## config.mk

```make
export PLATFORM = sky130hd
export DESIGN_NAME = ssm_ctrl
export DESIGN_NICKNAME = d
export VERILOG_FILES = /design/src/rtl/ssm_pkg.sv /design/src/rtl/ssm_ctrl.sv
export SDC_FILE = /design/constraint.sdc
export NUM_CORES = 1
export LEC_CHECK = 0
export ABC_AREA = 0
export BUFFER_PORTS_ARGS = -buffer_cell sky130_fd_sc_hd__buf_2
export CAP_MARGIN = 5
export CORE_MARGIN = 2
export CORE_UTILIZATION = 44
export CTS_CLUSTER_DIAMETER = 100
export DETAILED_ROUTE_END_ITERATION = 8
export HOLD_SLACK_MARGIN = 0.12
export PLACE_DENSITY = 0.75
export SKIP_CTS_REPAIR_TIMING = 1
export SYNTH_ARGS = -nofsm -noshare
export SYNTH_HDL_FRONTEND = slang
export SYNTH_SLANG_ARGS = --single-unit
export TNS_END_PERCENT = 5
```

## constraint.sdc

```tcl
create_clock -name clock -period 1.6 [get_ports clock]
set_input_delay 0.08 -clock clock [delete_from_list [all_inputs] [get_ports clock]]
set_output_delay 0.08 -clock clock [all_outputs]
set_load 0.05 [all_outputs]
```

## src/rtl/ssm_pkg.sv

```systemverilog
package ssm_pkg;

   // Item modes
   localparam logic [1:0] MODE_MIX      = 2'd0;
   localparam logic [1:0] MODE_THR_LOAD = 2'd1;
   localparam logic [1:0] MODE_PIT_LOAD = 2'd2;
   localparam logic [1:0] MODE_CO_LOAD  = 2'd3;

   // Servo coefficient selectors
   localparam logic [2:0] CO_PITCH_GAIN = 3'd0;
   localparam logic [2:0] CO_ROLL_GAIN  = 3'd1;
   localparam logic [2:0] CO_SCALE      = 3'd2;
   localparam logic [2:0] CO_OFFSET     = 3'd3;
   localparam logic [2:0] CO_MIN        = 3'd4;
   localparam logic [2:0] CO_MAX        = 3'd5;

   // Curve limits in Q2.14
   localparam logic signed [27:0] THR_LO  = 28'sd0;
   localparam logic signed [27:0] THR_HI  = 28'sd16384;
   localparam logic signed [27:0] COLL_LO = -28'sd8192;
   localparam logic signed [27:0] COLL_HI = 28'sd8192;

   typedef enum logic [3:0] {
      ST_IDLE, ST_THR, ST_PIT, ST_COLL, ST_GAIN, ST_ROLL, ST_SAT, ST_SCALE, ST_OUT
   } state_type;

   typedef enum logic [3:0] {
      OP_NONE, OP_THR_MUL, OP_PIT_MUL, OP_COLL, OP_GAIN_MUL, OP_ROLL_MUL, OP_SAT,
      OP_SCALE_MUL, OP_OUT
   } op_type;

   typedef struct packed {
      op_type     op;
      logic [2:0] servo;
   } cmd_type;

   // Finish a curve segment: add base point, round half up to Q2.14
   function automatic logic signed [27:0] curve_fin(input logic signed [63:0] prod,
                                                    input logic signed [15:0] p0);
      logic signed [39:0] v;
      logic signed [39:0] r;
      v = 40'(prod) + (40'(p0) <<< 12);
      r = (v + 40'sd2048) >>> 12;
      return 28'(r);
   endfunction

   function automatic logic signed [27:0] clamp28(input logic signed [27:0] v,
                                                  input logic signed [27:0] lo,
                                                  input logic signed [27:0] hi);
      return (v < lo) ? lo : ((v > hi) ? hi : v);
   endfunction

endpackage

```

## src/rtl/ssm_ctrl.sv

```systemverilog
module ssm_ctrl import ssm_pkg::*; #(
   parameter int MAX_SERVOS = 4
) (
   input  logic       clock,
   input  logic       reset,
   input  logic       mix_start,
   input  logic [2:0] servo_count,
   output logic       busy,
   output cmd_type    cmd,
   output logic       rsp_strobe,
   output logic [2:0] rsp_channel,
   output logic       rsp_last
);

   state_type  state_ff, state_in;
   logic [3:0] count_ff, count_in;
   logic [2:0] servo_ff, servo_in;
   logic [3:0] next_servo;

   // Hold state, servo count and current servo
   always_ff @(posedge clock) begin
      if (reset) begin
         state_ff <= ST_IDLE;
         count_ff <= '0;
         servo_ff <= '0;
      end else begin
         state_ff <= state_in;
         count_ff <= count_in;
         servo_ff <= servo_in;
      end
   end

   assign next_servo = 4'(servo_ff) + 4'd1;

   // Sequence one mix through the shared multiplier
   always_comb begin
      state_in    = state_ff;
      count_in    = count_ff;
      servo_in    = servo_ff;
      cmd.op      = OP_NONE;
      cmd.servo   = servo_ff;
      rsp_strobe  = 1'b0;
      rsp_channel = '0;
      rsp_last    = 1'b0;
      unique case (state_ff)
         ST_IDLE: begin
            if (mix_start) begin
               count_in = (4'(servo_count) > 4'(MAX_SERVOS)) ? 4'(MAX_SERVOS)
                                                            : 4'(servo_count);
               servo_in = '0;
               state_in = ST_THR;
            end
         end
         ST_THR: begin
            cmd.op   = OP_THR_MUL;
            state_in = ST_PIT;
         end
         ST_PIT: begin
            cmd.op     = OP_PIT_MUL;
            rsp_strobe = 1'b1;
            rsp_last   = (count_ff == 4'd0);
            state_in   = ST_COLL;
         end
         ST_COLL: begin
            cmd.op   = OP_COLL;
            state_in = (count_ff == 4'd0) ? ST_IDLE : ST_GAIN;
         end
         ST_GAIN: begin
            cmd.op   = OP_GAIN_MUL;
            state_in = ST_ROLL;
         end
         ST_ROLL: begin
            cmd.op   = OP_ROLL_MUL;
            state_in = ST_SAT;
         end
         ST_SAT: begin
            cmd.op   = OP_SAT;
            state_in = ST_SCALE;
         end
         ST_SCALE: begin
            cmd.op   = OP_SCALE_MUL;
            state_in = ST_OUT;
         end
         ST_OUT: begin
            cmd.op      = OP_OUT;
            rsp_strobe  = 1'b1;
            rsp_channel = 3'(next_servo);
            rsp_last    = (next_servo == count_ff);
            if (next_servo == count_ff) begin
               state_in = ST_IDLE;
            end else begin
               servo_in = 3'(next_servo);
               state_in = ST_GAIN;
            end
         end
         default: state_in = ST_IDLE;
      endcase
   end

   assign busy = (state_ff != ST_IDLE);

endmodule

```

# --- Yosys cells after proc, flatten, opt, wreduce, memory -nomap -nowiden ---
# Cells that the tools add are included.
# Widths: inputs -> output; s select.
totals:
  ff_bits: 11
  inputBits: 6
  elab_cells: 35
classes:
  n_addsub: 1
  order_cmp: 1
  n_eq_ne: 11
  n_mux: 12
  reduce_logical: 7
ops:
  columns: ["operator", "count"]
  rows:
  - ["$pmux 4 s9", 1]
  - ["$pmux 4 s8", 1]
  - ["$mux 3", 6]
  - ["$eq 4x3->1 const B", 4]
  - ["$eq 4x2->1 const B", 2]
  - ["$logic_not 4->1", 2]
  - ["$pmux 3 s2", 1]
  - ["$add 3x1->4 const B", 1]
  - ["$eq 4x1->1 const B", 1]
  - ["$eq 4x4->1", 1]
  - ["$eq 4x4->1 const B", 1]
  - ["$mux 4", 1]
  - ["$ne 2x2->1 const B", 2]
  - ["$reduce_bool 4->1", 1]
  - ["$gt 3x3->1 const B", 1]
  - ["$reduce_and 3->1", 1]
  - ["$pmux 1 s2", 1]
  - ["$reduce_and 2->1", 1]
  - ["$reduce_bool 2->1", 1]
  - ["$reduce_or 2->1", 1]
  - ["$mux 1", 1]

# --- Longest topological paths before layout ---
# Gate-level depths: netlist of the first run.
depth:
  depth_word: 4
  depth_mapped: 5
  ltp_nobuf: 5

# --- Worst setup path after synthesis of the first run ---
# OpenSTA, ideal clock, no wires.
synth_timing:
  kind: "reg2out"
  start: "register servo_ff[0]"
  end: "output port rsp_last"
  arrival_ns: 2.514
  required_time_ns: 1.520
  setup_slack_ns: -0.994
  path_stages_with_launch: 6
  path_buffers: 0
  path_cell_list: "dfxtp_1 ha_1 xnor2_1 nand2_2 or4b_4 a211oi_2"
synth_between:
  elab_chain_len: 3
synth_rtl:
  columns: ["element", "line", "text"]
  rows:
  - ["start, declared", "ssm_ctrl.sv:17", "logic [2:0] servo_ff, servo_in;"]
  - ["start signal, assigned", "ssm_ctrl.sv:29", "servo_ff <= servo_in;"]
  - ["$add 3x1->4", "ssm_ctrl.sv:33", "assign next_servo = 4'(servo_ff) + 4'd1;"]
  - ["$eq 4x4->1", "ssm_ctrl.sv:88", "rsp_last = (next_servo == count_ff);"]
  - ["$pmux 1 s2", "ssm_ctrl.sv:45", "unique case (state_ff)"]
  - ["end, declared", "ssm_ctrl.sv:12", "output logic rsp_last"]
# Every way passes these cells.

# --- Final worst setup path of the first run ---
layout_timing:
  start: "register servo_ff[1]"
  end: "output port rsp_last"
# The elaborated chain is that of the path after synthesis.

==> results by stage, run 1 <==
Outcome:
- The flow ran to the end, but the final reports show violations.
- The final reports fail on negative setup slack.

Global route:
- Entering global routing, the biggest net connects 14 pins.
- The first global-routing pass estimated 2.47 mm of wire.
- Global routing used 18.5% of the available tracks across all layers.
- The initial antenna violation count is 0.
- For this run the aggregate overflow at the end of global routing stands at 0.
- The via count of the first global-routing pass came to 556.

STA:
- The final number of max-transition violations is 0.
- Setup repair after global routing could not meet its margin everywhere.
- The final number of hold-violating endpoints is 0.
- For the finished layout, the period the worst path requires is between 2 and 2.5 ns.
- The clock tree skew after final layout is 0.00747 ns.
- The final critical-path setup slack is -0.472 ns.
- The worst relative slew slack is 75.7%.
- For this run, the top clock speed supported by timing is 483 MHz.
- The transition time at the pin with the least slew margin is 0.364 ns.
- The final number of setup-violating endpoints is 2.
- The final worst-path cycle share is 130%.

Placed design:
- The quantity of I/O buffers inserted on ports is 18.
- The wire-length estimate of the detail-placed layout is 1.13 mm.
- The routability congestion estimate from global placement is around 0.76.
- The minimum setup slack after placement is -0.276 ns.
- Summing all placed instances gives a cell area of 868 sq um.

Floorplan:
- The total area inside the core boundary comes to around 1400 sq um.
- The die covers 1820 sq um.
- The die span in x is 42.7 um.
- The number of top-level pins is 19.
- The cell row count is 13.
- The floorplan step set the die height to 42.7 um.
- Once the floorplan was initialized, standard cells occupied 48.7% of the core.

CTS:
- Clock-pin slew was measured on the worst setup and hold paths at 0.07 ns.
- The number of H-tree levels is 1.
- The maximum buffer depth of the clock tree is 2.
- The TritonCTS clock tree is yes.
- The clock drives 10 sinks.
- The root buffer cell is clkbuf_4.
- The number of clock buffers inserted by TritonCTS is 3.
- The insertion delay to the later sink of the worst-skew pair is 0.27 ns.

Cells and area:
- The final layout contains 115 nets.
- The library cell used most frequently in the layout, excluding fill and tap cells, is buf_4.
- Leaving out fill and tap cells, the most frequent cells in the layout are buf_4, buf_2, nand2_1.
- The number of antenna cells inserted is 0.
- The finished cells cover 953 sq um.
- From synthesis to final layout, the design area changed by 44.9%.
- Cells with a size suffix above 1 make up between 40% and 50% of the layout.

Routing:
- The count of nets left with antenna violations once routing finished came out at 0.
- For this block, the routed nets add up to 1.47 mm of wire.
- The total DRC errors in the routed layout is 0.
- The number of vias in the routed layout is 630.
- In the final routed layout, each cell accounts on average for 12.1 um.
- In the routed layout, each cell is associated on average with a via count of 5.16.
- The DRC violation total after the first TritonRoute iteration is 10.
- The count of TritonRoute iterations in the first routing pass is 4.

Setup path:
- The worst reg-to-reg setup slack is 0.01 ns.
- The critical path endpoint category is an output port.
- In this run the worst path has a maximum fanout of 2.
- The data arrival time of the critical path is 1.99 ns.
- The endpoint required time on the critical path is 1.52 ns.
- The worst setup path is of the reg2out kind.
- The startpoint class of the critical path is a register.

Yosys:
- The mapped netlist covers approximately 660 sq um.
- The count of unique library cells instantiated by Yosys is 34.
- During synthesis, Yosys emitted a total of 0 warnings.
- Of all flip-flops after synthesis, the portion carrying an async set or reset was 0%.
- The average size of a mapped cell is 9.27 sq um.
- For this run, the register share of the synthesized area comes to 30.4%.
- The post-synth net total is a little under 80.
- Synthesis produced a netlist whose cell count is just over 70.
- The prevailing post-synth register cell is dfxtp_1.
- Counting flops with a built-in enable in the synthesized netlist gives 0.
- Synthesis inferred 10 register bits.

Power and ir drop:
- The analysis attributes to net switching a power of 0.225 mW.
- Internal power comes to 0.446 mW.
- The share of total power dissipated in the clock network is between 20% and 30%.
- Combinational logic burns 32.0% of the power.
- VDD sags by at most a little over 0.6 mV.
- The sequential power share is 40.7%.
- The fraction of power spent switching nets is 33.6%.
- Summed over all cells, the static leakage comes to 0.434 nW.
- The design draws 0.671 mW.
- The areal power density over the cells is around 700 nW/um^2.

Job:
- The count of maximum capacitance violations is 0.

Min path:
- The worst hold path belongs to the class in2reg.
-- worst paths after layout --
kind	start	end	cells after the start
setup reg to reg	servo_ff[1]	servo_ff[0]	6
hold / removal	reset	count_ff[2]	2
setup / recovery	servo_ff[1]	rsp_last	6
hold reg to reg	state_ff[0]	state_ff[0]	1
-- logic make-up (layout without fill, tap and decap cells) --
| family | Yosys count | count (layout) | share of synthesized area [%] |
|---|---|---|---|
| AND/OR/NAND/NOR | 36 | 36 | 34.8 |
| AO/OA/AOI/OAI | 10 | 10 | 10.1 |
| flip-flops | 10 | 10 | 30.4 |
| buffers and inverters | 6 | 42 | 9.31 |
| XOR/XNOR | 5 | 5 | 8.75 |
| multiplexers | 3 | 3 | 4.75 |
| adder cells (fa/ha/maj) | 1 | 1 | 1.90 |
-- power by group through the flow --
| stage | registers, mW | logic (mW) | clock network [mW] |
|---|---|---|---|
| floorplan | 0.267 | 0.155 | 0 |
| global placement | 0.276 | 0.197 | 0 |
| detailed placement | 0.276 | 0.200 | 0 |
| CTS | 0.270 | 0.201 | 0.187 |
| global route | 0.275 | 0.231 | 0.200 |
| finish | 0.273 | 0.215 | 0.183 |
-- metal layers --
| layer | wire length, um | track usage [%] |
|---|---|---|
| met1 | 681 | 24.0 |
| met2 | 714 | 27.9 |
| met3 | 53 | 5.11 |
| met4 | 25 | 9.38 |
| met5 | 0 | 0 |
-- per-stage QoR --
stage / cells / hold WS [ns] / TNS (ns) / util (%)
global placement: 115 / 0.339 / -0.235 / 64.3
finish: 122 / 0.134 / -0.536 / 70.6
CTS: 119 / 0.0559 / -0.835 / 66.3
floorplan: 71 / 0.216 / -2.04 / -
detailed placement: 115 / 0.343 / -0.276 / 64.3
global route: 122 / 0.152 / -0.805 / 70.6
-- cells in the mapped netlist, drive strengths merged (3+ instances only) --
library cell | count | area share (%)
clkbuf | 3 | 4.8
nor2b | 3 | 2.9
xnor2 | 3 | 4.0
a21oi | 5 | 3.8
nand3b | 4 | 4.6
nor3 | 5 | 3.8
dfxtp | 10 | 30
and2 | 3 | 2.9
nand2 | 9 | 5.5
-- sequential cells by signal (all words and copies together) (netlist names) --
name	count
count_ff	3
servo_ff	3
state_ff	4
-- final cells by class --
class	instances	area, sq um
Multi-Input combinational cell	55	433
Fill cell	106	397
Timing Repair Buffer	37	259
Sequential cell	10	213
Clock buffer	4	26.3
Tap cell	15	18.8
Inverter	1	3.75
-- critical path: stages (launching register included) --
cell and delay [ns]:
dfxtp_4 0.35, ha_4 0.24, xnor2_2 0.15, nand2_2 0.07
or4b_4 0.50, a211oi_4 0.23, buf_6 0.19
Power figures use the tool's default switching activity.
==> run 2, diff against run 1 <==
--- a/config.mk
+++ b/config.mk
@@ -8,12 +8,13 @@
 export ABC_AREA = 0
 export BUFFER_PORTS_ARGS = -buffer_cell sky130_fd_sc_hd__buf_2
 export CAP_MARGIN = 5
+export CORE_ASPECT_RATIO = 0.6
 export CORE_MARGIN = 2
-export CORE_UTILIZATION = 44
+export CORE_UTILIZATION = 25
 export CTS_CLUSTER_DIAMETER = 100
 export DETAILED_ROUTE_END_ITERATION = 8
 export HOLD_SLACK_MARGIN = 0.12
-export PLACE_DENSITY = 0.75
+export PLACE_DENSITY = 0.49
 export SKIP_CTS_REPAIR_TIMING = 1
 export SYNTH_ARGS = -nofsm -noshare
 export SYNTH_HDL_FRONTEND = slang
==> run 2 against run 1 <==
Compared with the run above: the flow still finishes with violations (negative setup slack); total power rose by 12%; sequential share of layout area fell by 0.38 points; first-iteration DRC count rose by 50%; cell area rose by 0.52%; critical path depth did not move; via count fell by 2.5%; die area rose by 69%; critical path type unchanged; largest power group is now the clock network.
==> results by stage, run 2 (same netlist as run 1, synthesis figures left out) <==
Global route:
- Entering global routing, the biggest net connects 14 pins.
- The initial antenna violation count was 0.
- The total overflow reported by the global router is 0.
- The via count of the first global-routing pass is 631.
- The global-route wire length before repair is around 3 mm.
- The global-route usage over all layers is between 10% and 20%.

Outcome:
- The final reports fail on negative setup slack.
- The run finished, with violations left.

STA:
- Setup repair after global routing could not meet its margin everywhere.
- The final critical-path setup slack is -0.453 ns.
- The final number of max-transition violations is 0.
- For this run, the top clock speed supported by timing is 487 MHz.
- The final number of hold-violating endpoints is 0.
- The worst relative slew slack is 78.8%.
- At the pin with the least slew margin, the transition time is between 0.3 and 0.4 ns.
- Setup violations remaining at the end of the flow were counted as 1.
- The tightest hold path in the finished design has a slack of roughly 0.11 ns.
- The time the worst path needs with I/O delays and setup is 2.05 ns.
- The clock tree skew after final layout is 0.00307 ns.
- In the finished design, the share of the clock period the worst path needs comes to 128%.

CTS:
- The number of H-tree levels is 1.
- The root buffer cell chosen for the clock tree is clkbuf_8.
- The number of sinks on the clock net is 10.
- The TritonCTS clock tree is yes.
- The number of clock buffers inserted by TritonCTS is 3.
- The maximum buffer depth of the clock tree is 2.
- The insertion delay to the later sink of the worst-skew pair is 0.24 ns.
- After clock tree synthesis, the clock-pin slew on the worst setup and hold paths is 0.05 ns.

Floorplan:
- The floorplan has 14 rows.
- The total area inside the core boundary comes to around 2500 sq um.
- In this run the vertical extent of the chip is 43.7 um.
- The starting utilization of the core area is 26.3%.
- The number of top-level pins is 19.
- The die covers 3070 sq um.
- The die is 70.2 um wide.

Job:
- The count of maximum capacitance violations is 0.

Cells and area:
- The final cell count without fillers is 137.
- The area of all sequential standard cells is 210 sq um.
- The filler cell count in the final layout is between 200 and 300.
- The largest registers in the layout are state_ff (4), count_ff (3), servo_ff (3).
- The repair_antennas step left the layout with diodes totalling 0.
- In the final layout, the share of cells above drive strength 1 is 49.5%.
- The top cell types in the final layout, fill and taps aside, are buf_4, buf_2, nand2_1.
- The number of nets in the finished design is 113.
- The most common cell after layout, fill and taps aside is buf_4.
- The area growth from synthesis to layout is 45.6%.
- The register with the most flip-flops is state_ff.
- The area of the multi-input gates is 430 sq um.
- The flip-flop count of the largest register after layout is 4.
- After routing the design area is about 960 sq um.

Routing:
- The first detailed-routing pass took 4 iterations.
- For this run, design rule violations remaining after detail routing come to 0.
- The post-detailed-route via-to-cell ratio is 4.48.
- The remaining antenna violation count is 0.
- The routed wire length is 1.72 mm.
- The final route contains 614 vias.
- The DRC violation total after the first TritonRoute iteration is 15.
- The per-cell routed wire length is 12.5 um.

Placed design:
- The routability congestion estimate from global placement is between 0.6 and 0.7.
- OpenSTA, run right after detailed placement, puts the worst setup slack at -0.288 ns.
- Once detailed placement completed, the half-perimeter wirelength came to 1.37 mm.
- In this run the tool buffered the top-level ports with 18 buffer cells.
- The number of placed cells counting well taps is 133.
- The area of placed instances is ~900 sq um.

Min path:
- The path class of the lowest-slack min-delay path is in2reg.

Power and ir drop:
- The analysis attributes to cell leakage a power of between 0.4 and 0.5 nW.
- The post-layout total power is between 0.7 and 0.8 mW.
- Power spread over the standard cell area amounts to 786 nW/um^2.
- IR analysis of the VDD net gives a maximum drop of 0.430 mV.

Setup path:
- The highest fanout seen on the critical path is 2.
- The startpoint class of the critical path is a register.
- The worst setup path category is reg2out.
- The data arrival time of the critical path is approximately 2.0 ns.
- The critical path endpoint category is an output port.
- The endpoint required time on the critical path is between 1.5 and 2 ns.
==> run 2: cell count changes in the layout (fill, tap and decap cells not counted), sizes merged <==
cell         change
dlygate4sd3      -3
clkbuf           +1
==> run 2: layout make-up <==
cell class | instances | share of cell area [%]
multi-input combinational | 55 | 44.9
clock buffer | 4 | 4.70
inverter | 1 | 0.392
timing repair buffer | 35 | 23.9
sequential | 10 | 21.9
tap | 32 | 4.18
==> run 2: power breakdown <==
group / internal, mW / leakage [nW] / switching, mW
Clock: 0.175 / 0.0228 / 0.100
Combinational: 0.0807 / 0.325 / 0.123
Sequential: 0.257 / 0.0839 / 0.0171
Total: 0.512 / 0.431 / 0.241
==> run 2: final timing paths <==
kind | startpoint | endpoint | slack, ns | cells past startpoint
max | servo_ff[1] | rsp_last | -0.45 | 6
min | servo_count[2] | count_ff[2] | 0.11 | 3
max reg2reg | servo_ff[1] | servo_ff[0] | 0.01 | 6
min reg2reg | count_ff[0] | count_ff[0] | 0.51 | 2
==> run 2: metrics by stage <==
| step | util, % | setup TNS, ns |
|---|---|---|
| after floorplan | - | -2.04 |
| after global placement | 35.8 | -0.300 |
| after detailed placement | 35.8 | -0.343 |
| after CTS | 37.6 | -0.614 |
| after global routing | 38.3 | -0.584 |
| final | 38.3 | -0.453 |
==> run 2: layer usage <==
layer	GRT usage (%)	vias to the layer above	wire, um	part of all wire (%)
met3	4.65	2	109	6.3
met2	20.0	20	784	46
met4	6.92	0	23	1.3
met5	0	-	0	0
li1	-	315	-	-
met1	16.6	277	799	47
==> run 2: worst max-delay path, cell delays in order (launching register included) <==
cell and delay [ns]:
dfxtp_4 0.34, ha_4 0.24, xnor2_2 0.18, nand2_2 0.07
or4b_4 0.49, a211oi_4 0.22, buf_6 0.18
==> run 3, diff against run 2 <==
==> constraint.sdc (replaced) <==
create_clock -name clock -period 1.6 [get_ports clock]
set_input_delay 0.4 -clock clock [delete_from_list [all_inputs] [get_ports clock]]
set_output_delay 0.4 -clock clock [all_outputs]
set_load 0.01 [all_outputs]
==> run 3 against run 2 <==
Compared with the run above: the run still ends with negative setup slack left; total power rose by 0.55%; non-clock buffer count grew 1; die area stayed put; largest cell class unchanged; largest power group unchanged; highest routed layer is now met3.
==> results by stage, run 3 (same netlist as run 1, synthesis figures left out) <==
Power and ir drop:
- The internal cell power is 0.559 mW.
- The standby leakage power is around 0.44 nW.
- The part of the total power dissipated in combinational logic is 21.4%.
- The post-layout total power is around 0.76 mW.
- The worst-case IR drop observed on VDD is 0.389 mV.
- The clock network fraction of design power is 42.9%.
- The sequential power share is between 30% and 40%.
- The areal power density over the cells is 782 nW/um^2.
- The fraction of power spent switching nets is between 20% and 30%.
- For this design the total switching power over the nets is 0.198 mW.

STA:
- The routed design could run at a clock period as short as approximately 2.3 ns.
- Setup repair after global routing could not meet its margin everywhere.
- The final number of max-transition violations is 0.
- For the pin with the worst max-slew slack, the measured transition is between 0.3 and 0.4 ns.
- Of the available clock period, the critical path in the final layout requires 141%.
- The highest attainable clock frequency is roughly 440 MHz.
- In this run the tightest slew margin relative to its limit is 79.3%.
- Setup slack on the critical path of the routed design comes to -0.659 ns.
- On the final layout, the worst clock skew is between 0.0015 and 0.002 ns.
- The final number of hold-violating endpoints is 0.
- The final number of setup-violating endpoints is 6.

Setup path:
- The worst setup path is captured at an output port.
- The highest fanout seen on the critical path is 2.
- At the worst endpoint, the required time is about 1.2 ns.
- The worst setup path is launched from a register.
- By startpoint and endpoint, the worst setup path is classified as reg2out.
- The data arrival time of the critical path is 1.86 ns.

CTS:
- The root buffer cell chosen for the clock tree is clkbuf_8.
- The number of clock buffers inserted by TritonCTS is 3.
- The number of sinks on the clock net is 10.
- The insertion delay to the later sink of the worst-skew pair is 0.24 ns.
- The post-CTS clock slew at the launch and capture registers of the worst setup and hold paths is 0.05 ns.
- TritonCTS built the clock tree.
- CTS built an H-tree with a depth of 1.
- The maximum buffer depth of the clock tree is 2.

Floorplan:
- The cell row count is 14.
- The total area inside the core boundary comes to 2500 sq um.
- The vertical die dimension is 43.7 um.
- The number of top-level pins is 19.
- The die span in x is 70.2 um.
- For this configuration, the core starts out at a cell density of a little over a quarter.
- The total die area is approximately 3100 sq um.

Cells and area:
- With fillers left out, the area of the finished cells amounts to 968 sq um.
- Leaving out fill and tap cells, the most frequent cells in the layout are buf_2, buf_4, nand2_1.
- The flip-flop count of the largest register after layout is 4.
- The area growth from synthesis to layout is 47.1%.
- The finished layout holds 138 standard cells, fillers aside.
- The final cell utilization of the core is about two fifths.
- The post-route netlist has roughly 50% of its cells at a drive strength greater than 1.
- Leaving out fill and tap cells, the most frequent cell in the layout is buf_2.
- After the last flow step, the layout net total stands at roughly 110.
- The number of antenna cells inserted is 0.
- Counting flops per register, the top entry is state_ff.
- In the final layout, the registers with the most flip-flops are state_ff (4), count_ff (3), servo_ff (3).

Global route:
- The maximum number of pins on one net before global-route repair is 14.
- The global-route wire length before repair is 2.55 mm.
- The via count of the first global-routing pass is 544.
- Global routing consumed, over all layers together, 11.5% of the routing resources.
- Global routing finished with a remaining overflow of 0.
- The initial antenna violation count was 0.

Routing:
- The routed layout has 599 vias.
- The first routing iteration left 32 violations.
- The remaining antenna violation count is 0.
- The total DRC errors in the routed layout is 0.
- In the final routed layout, each cell accounts on average for ~12 um.
- After detailed routing, the total wire length is 1.63 mm.
- After detailed routing, the number of vias per cell comes to 4.34.
- For this run, the detailed router's first-pass iteration total came to 4.

Placed design:
- Timing analysis after detailed placement gives a worst setup slack of -0.432 ns.
- The estimated wirelength of the detail-placed design is 1.32 mm.
- The area of placed instances is 898 sq um.
- The quantity of I/O buffers inserted on ports is 18.
- The number of placed cells counting well taps is roughly 130.
- At the end of routability-driven placement, the weighted congestion stood at about 0.73.

Outcome:
- The run finished, with violations left.
- The final reports fail on negative setup slack.

Job:
- The count of maximum capacitance violations is 0.

Min path:
- The path class of the lowest-slack min-delay path is in2reg.
[run 3: worst max-delay path, stage by stage (launching register included)]
cell	delay, ns
dfxtp_4	0.35
ha_4	0.26
xnor2_2	0.10
nand2_2	0.07
or4b_4	0.50
a211oi_4	0.19
buf_2	0.15
[run 3: power groups by stage]
| stage | Clock, mW | Sequential, mW | Combinational, mW |
|---|---|---|---|
| 2_1_floorplan | 0 | 0.269 | 0.105 |
| 3_3_place_gp | 0 | 0.274 | 0.159 |
| 3_5_place_dp | 0 | 0.274 | 0.158 |
| 4_1_cts | 0.332 | 0.268 | 0.159 |
| 5_1_grt | 0.346 | 0.271 | 0.178 |
| 6_report | 0.325 | 0.270 | 0.162 |
[run 3: final timing paths]
path	start	endpoint	slack (ns)	cells past startpoint
setup / recovery	servo_ff[0]	rsp_last	-0.66	6
hold / removal	servo_count[2]	count_ff[2]	0.41	3
setup reg to reg	servo_ff[0]	servo_ff[0]	0.03	6
hold reg to reg	count_ff[2]	count_ff[2]	0.60	3
[run 3: layer usage]
layer	track usage (%)	vias to the layer above	routed length, um
met2	15.8	14	643
met3	5.35	0	69
met1	15.6	266	917
li1	-	319	-
met4	4.62	0	0
met5	0	-	0
[run 3: cell type report]
class / count / area [sq um]
Clock buffer: 4 / 55.1
Timing Repair Buffer: 36 / 233
Fill cell: 264 / 1540
Inverter: 1 / 3.75
Sequential cell: 10 / 206
Multi-Input combinational cell: 55 / 430
Tap cell: 32 / 40.0
[run 3: through the flow]
stage,setup TNS (ns),hold slack [ns]
after floorplan,-0.365,0.451
after global placement,-0.433,0.556
after detailed placement,-0.432,0.580
after CTS,-1.66,0.413
after global routing,-1.99,0.411
final,-1.38,0.405
